### src/rtl/core/psc_sqrt.sv
`timescale 1ns / 1ps
`default_nettype none
// Digit-by-digit square root, one root bit per stage, then round to nearest.
module psc_sqrt #(
    parameter int STEPS = 25,
    parameter int SB_W  = 8
) (
    input  logic               aclk,
    input  logic               aresetn,
    input  logic               en,
    input  logic               in_valid,
    input  logic [2*STEPS-1:0] in_rad,
    input  logic [SB_W-1:0]    in_sb,
    output logic               out_valid,
    output logic [STEPS-1:0]   out_root,
    output logic [SB_W-1:0]    out_sb
);
    localparam int RW = STEPS + 1;

    logic               vld_reg  [STEPS];
    logic [RW-1:0]      rem_reg  [STEPS];
    logic [2*STEPS-1:0] rad_reg  [STEPS];
    logic [STEPS-1:0]   root_reg [STEPS];
    logic [SB_W-1:0]    sb_reg   [STEPS];

    logic               src_vld  [STEPS];
    logic [RW-1:0]      src_rem  [STEPS];
    logic [2*STEPS-1:0] src_rad  [STEPS];
    logic [STEPS-1:0]   src_root [STEPS];
    logic [SB_W-1:0]    src_sb   [STEPS];

    logic [RW+1:0]      trial    [STEPS];
    logic [RW+1:0]      tsub     [STEPS];
    logic [RW+1:0]      diff     [STEPS];
    logic               ge       [STEPS];
    logic [RW-1:0]      rem_next [STEPS];
    logic [2*STEPS-1:0] rad_next [STEPS];
    logic [STEPS-1:0]   root_next[STEPS];

    logic               fin_vld_reg;
    logic [STEPS-1:0]   dist_reg, dist_next;
    logic [SB_W-1:0]    fin_sb_reg;

    always_comb begin
        src_vld[0]  = in_valid;
        src_rem[0]  = '0;
        src_rad[0]  = in_rad;
        src_root[0] = '0;
        src_sb[0]   = in_sb;
        for (int k = 1; k < STEPS; k++) begin
            src_vld[k]  = vld_reg[k-1];
            src_rem[k]  = rem_reg[k-1];
            src_rad[k]  = rad_reg[k-1];
            src_root[k] = root_reg[k-1];
            src_sb[k]   = sb_reg[k-1];
        end
    end

    // bring down two radicand bits, try root bit one
    always_comb begin
        for (int k = 0; k < STEPS; k++) begin
            trial[k]     = {src_rem[k], src_rad[k][2*STEPS-1 -: 2]};
            tsub[k]      = {1'b0, src_root[k], 2'b01};
            diff[k]      = trial[k] - tsub[k];
            ge[k]        = trial[k] >= tsub[k];
            rem_next[k]  = ge[k] ? diff[k][RW-1:0] : trial[k][RW-1:0];
            rad_next[k]  = src_rad[k] << 2;
            root_next[k] = {src_root[k][STEPS-2:0], ge[k]};
        end
    end

    // remainder above root means the value lies past the midpoint
    assign dist_next = root_reg[STEPS-1] +
                       STEPS'(rem_reg[STEPS-1] > {1'b0, root_reg[STEPS-1]});

    always_ff @(posedge aclk) begin
        if (!aresetn) begin
            for (int k = 0; k < STEPS; k++) begin
                vld_reg[k] <= 1'b0;
            end
            fin_vld_reg <= 1'b0;
        end else if (en) begin
            for (int k = 0; k < STEPS; k++) begin
                vld_reg[k] <= src_vld[k];
            end
            fin_vld_reg <= vld_reg[STEPS-1];
        end
    end

    always_ff @(posedge aclk) begin
        if (en) begin
            for (int k = 0; k < STEPS; k++) begin
                rem_reg[k]  <= rem_next[k];
                rad_reg[k]  <= rad_next[k];
                root_reg[k] <= root_next[k];
                sb_reg[k]   <= src_sb[k];
            end
            dist_reg   <= dist_next;
            fin_sb_reg <= sb_reg[STEPS-1];
        end
    end

    assign out_valid = fin_vld_reg;
    assign out_root  = dist_reg;
    assign out_sb    = fin_sb_reg;

endmodule
`default_nettype wire

### config.mk
export PLATFORM = sky130hd
export DESIGN_NAME = psc_sqrt
export DESIGN_NICKNAME = d
export VERILOG_FILES = /design/src/rtl/core/psc_sqrt.sv
export SDC_FILE = /design/constraint.sdc
export NUM_CORES = 2
export LEC_CHECK = 0
export BUFFER_PORTS_ARGS = -buffer_cell sky130_fd_sc_hd__buf_2
export CORE_MARGIN = 2
export CORE_UTILIZATION = 30
export CTS_CLUSTER_DIAMETER = 80
export CTS_CLUSTER_SIZE = 28
export DETAILED_ROUTE_END_ITERATION = 8
export GPL_TIMING_DRIVEN = 0
export PLACE_DENSITY = 0.48
export SKIP_CTS_REPAIR_TIMING = 1
export SYNTH_ARGS = -nofsm -noshare
export SYNTH_HDL_FRONTEND = slang
export SYNTH_SLANG_ARGS = --single-unit
### constraint.sdc
create_clock -name aclk -period 8.7 [get_ports aclk]
set_input_delay 1.74 -clock aclk [delete_from_list [all_inputs] [get_ports aclk]]
set_output_delay 1.74 -clock aclk [all_outputs]
set_load 0.02 [all_outputs]
Word-level counts from Yosys, hierarchy flattened. Memory sizes are Yosys's and may differ from the RTL's. A register that Yosys moved wholly into a read port is not among the register bits. Cells that the tools add are included.

Reduce and logical (&&, ||, !) cells: 1. Muxes and demuxes: 55. Add/subtract/negate cells: 26. Magnitude comparators: 26. Bitwise logic cells: 25.

Operators with widths (number): greater-or-equal comparator 28 x 27 -> 1 bit (24); two-way mux 26 bit (25); subtractor 26 bit (24); two-way mux 1 bit (30); greater-than comparator 26 x 25 -> 1 bit (1); adder 25 x 1 -> 25 bit (1); bitwise OR 1 bit (25); subtractor 2 x 1 -> 3 bit (second input constant) (1); greater-or-equal comparator 2 x 1 -> 1 bit (second input constant) (1); logical NOT 1 bit (1).

Logic and storage cells: 139. Input port bits: 62. Bits in registers: 25. Memories kept: 5. Output and inout bits: 34. Bits in writable memories: 2700.

Memory list: rad_reg (depth 25, width 48, read ports 24, clocked after Yosys merged registers in 0, write ports 25, RTL line 22) `logic [2*STEPS-1:0] rad_reg [STEPS];`; rem_reg (depth 25, width 26, read ports 25, clocked after Yosys merged registers in 0, write ports 25, RTL line 21) `logic [RW-1:0] rem_reg [STEPS];`; root_reg (depth 25, width 25, read ports 25, clocked after Yosys merged registers in 0, write ports 25, RTL line 23) `logic [STEPS-1:0] root_reg [STEPS];`; sb_reg (depth 25, width 8, read ports 25, clocked after Yosys merged registers in 1, write ports 25, RTL line 24) `logic [SB_W-1:0] sb_reg [STEPS];`; vld_reg (depth 25, width 1, read ports 25, clocked after Yosys merged registers in 1, write ports 25, RTL line 20) `logic vld_reg [STEPS];`.

Longest topological paths before layout.
Word-level depth: 4. Mapped depth: 17.

Worst setup path before layout. Ideal clock, no wire load.

Kind: register to register. Start: memory rem_reg[1][156] (netlist name). End: memory rem_reg[1][188] (netlist name) (data pin). Path slack: 5399 ps. Stages on the path, launching flop included: 11. Buffers on the path: 1. Arrival: 3039 ps. Cell sequence: edfxtp_1 ha_1 nor2b_1 o31a_1 o31a_1 o41a_1 or3b_1 a21o_1 a21oi_2 buf_2 mux2_1.

RTL lines (RTL line): from (decl) (21).

==> results.toml <==
[outcome]
run_status = "finished clean"

[sta]
skew_ns = 0.0520
postLayoutSetupSlackWorst_ns = 2.94
rsz0062_at_grt = "false"
report.final.hold_viol_count = 0
drv_slew = 0
setup-violations-final = 0
worstMarginPinSlew_ns = 1.25
fmax_ghz = 0.174
timing.slew.headroom_pct = 15.7
post-route-min-period_ns = 5.76
final.period_utilization_pct = 66.2
totalNegativeSetupSlack_ns = 0

[clocking]
tritoncts = "yes"
cts_inserted_buffers = 119
insertion_delay_ns = 0.82
clkSlewWorstSetupHoldPaths_ns = 0.10
cts-root-to-sink-buffers = 3
clock-sinks = 1799
htree_levels = 3
clock_tree.root_cell = "clkbuf_16"

[layout]
largest_reg_flops = 615
mostFrequentLayoutCell = "edfxtp_1"
top_library_cells_by_usage_in_the_layout_fill_and_taps_aside = "1781 x edfxtp_1, 454 x inv_1, 381 x ha_1"
final_net_count = 6517
insertedDiodeCount = 0
layout_area_overhead_pct = 11.8
drive_above_1_share_pct = 7.48
stdcell_count = 9707

[setup_path]
cpPeakStageDelay_ns = 0.67
crit-reg2reg-launch = "root_reg[1][181]"
path_common_cell = "buf_16"
cp_capture_type = "register"
slowest_cell_on_the_critical_path = "buf_16"
timing.reg2reg.worst_path_depth = 11
r2r_end = "rem_reg[1][233]"
worst_setup_path_class = "in -> reg"
cells_along_the_critical_path = "buf_12 -> buf_16 -> buf_16 -> buf_16 -> buf_16 -> buf_16 -> buf_16"
crit_path_start_kind = "input port"
reg2reg_slack_ns = 4.21
worstPathMaxFanout = 186
crit_required_ns = 9.11
worst-endpoint-arrival_ns = 6.17

[route]
routed_wirelength_mm = 146
viasPerCell = 4.53
number_of_drc_violations_after_detailed_routing = 0
dr.first_iter.drc_count = 3027
dr_total_vias = 44000
antenna_left = 0
drt-pass1-iter-count = 6
routedWlPerCell_um = 15.1

[placed_design]
place.detailed.hpwl_mm = 102
finalWeightedCongestion = 0.896
dpl.cell_count = 9486
port_buffer_count = 95
preCtsSetupSlack_ns = 1.88

[die]
dieWidth_um = 520
num_io_pins = 96
die_area_sq_um = 271000
start_util_pct = 30.2
rows = 189
die_boundary_height_um = 520
coreArea_sq_um = 265000

[logic_synthesis]
yosys_warnings = 0
sequential_area_share_after_synthesis_pct = 67.3
ys_async_sr_fraction_pct = 0
ys_types = 90
synthesis.area_sq_um = 80000
ys_seq_elements = 1799
syn_nets = 6290
avgSynthCellArea_sq_um = 13.7
synthFlopType = "edfxtp_1"
synth_edf_count = 1781
postSynthCellCount = 5847

[global_route]
wire_length_of_the_first_global_routing_pass_mm = 235
number_of_antenna_violations_at_the_first_check_in_global_routing = 0
grt_pass1_vias = 44500
grt_max_degree = 187
grt_util_all_layers_pct = 10.6
grt.overflow.total = 0

[pwr]
register_share_of_total_power_pct = 52.5
power.static_leakage_nw = 33.2
worst_ir_drop_vdd_mv = 0.174
combinationalPowerShare_pct = 19.0
netSwitchingPower_mw = 6.26
sw_frac_of_total_pct = 28.9
internal_power_mw = 15.4
clock_network_fraction_of_design_power_pct = 28.5
p_per_area_nw_per_um2 = 242

[min_path]
min_from = "rad_reg[1][20]"
holdPathEnd = "rad_reg[1][70]"
hold_depth = 0
worst_hold_path_type = "reg -> reg"

[run]
max-cap-violations = 0
==> layer usage <==
layer  vias to the layer above  global-route usage (%)  share of wire (%)
met5                         -                       0                  0
met4                         0                    4.55                3.8
met3                       288                    1.62                3.7
met2                       692                    17.6                 47
met1                     21000                    13.6                 46
li1                      22000                       -                  -
==> worst max path at each step <==
stage | from | endpoint | slack, ns | cells past startpoint
floorplan | rem_reg[1][156] | rem_reg[1][188] | 5.40 | 10
global placement | en | out_sb[6] | -23.19 | 1
detailed placement | en | sb_reg[19][6] | 1.88 | 7
CTS | en | out_sb[6] | 2.77 | 7
global route | en | sb_reg[24][6] | 2.43 | 7
finish | en | sb_reg[24][6] | 2.94 | 7
==> cell families after synthesis <==
logic type      after synthesis  synth area share (%)
flops                      1799                  67.3
simple gates               1438                  8.86
compound gates             1062                  8.19
buf+inv                     543                  2.58
xor+xnor                    521                  5.70
fa+ha+maj                   381                  5.96
mux                         102                  1.39
other cells                   1               0.00469
==> per-stage QoR <==
stage | area, sq um | power (mW) | hold WS (ns) | utilization, %
final | 89400 | 21.7 | 0.399 | 33.7
after global routing | 89400 | 22.9 | 0.401 | 33.7
after CTS | 89400 | 22.0 | 0.394 | 33.7
after detailed placement | 85200 | 15.7 | 0.405 | 32.1
after global placement | 84900 | 16.1 | 0.400 | 32.0
after floorplan | 80000 | 14.4 | 0.400 | -
==> synth_stat cells (51+ instances only) <==
master,n,share of area [%]
or3_1,51,0.40
nand3_1,91,0.57
nor3_1,131,0.82
nand2b_1,69,0.54
a21o_1,122,1.1
clkbuf_1,73,0.34
nor2_1,371,1.7
mux2_2,70,0.99
o21ai_0,259,1.6
ha_1,381,6.0
o21a_1,74,0.69
xor2_1,236,2.6
inv_1,454,2.1
nand4_1,58,0.45
a21oi_1,361,2.3
nor2b_1,76,0.59
edfxtp_1,1781,67
nor4_1,55,0.43
nand2_1,358,1.7
xnor2_1,285,3.1
==> power groups by stage <==
stage	clock, mW	combinational [mW]	sequential (mW)
after floorplan	0	3.05	11.4
after global placement	0	4.01	12.1
after detailed placement	0	4.09	11.6
after CTS	6.54	4.12	11.4
after global routing	6.81	4.62	11.5
final	6.18	4.11	11.4
==> worst max-delay path: cells and delay by family <==
kind | cells | cell delay [ns]
buf+inv | 7 | 3.74
==> final cells by class <==
cell class | instances | area, sq um
Inverter | 457 | 1720
Clock inverter | 98 | 1210
Fill cell | 25500 | 176000
Clock buffer | 123 | 3010
Buffer | 86 | 347
Tap cell | 3533 | 4420
Multi-Input combinational cell | 3505 | 24100
Sequential cell | 1799 | 53800
Timing Repair Buffer | 106 | 793
No activity file was read; power rests on OpenSTA's default activity.
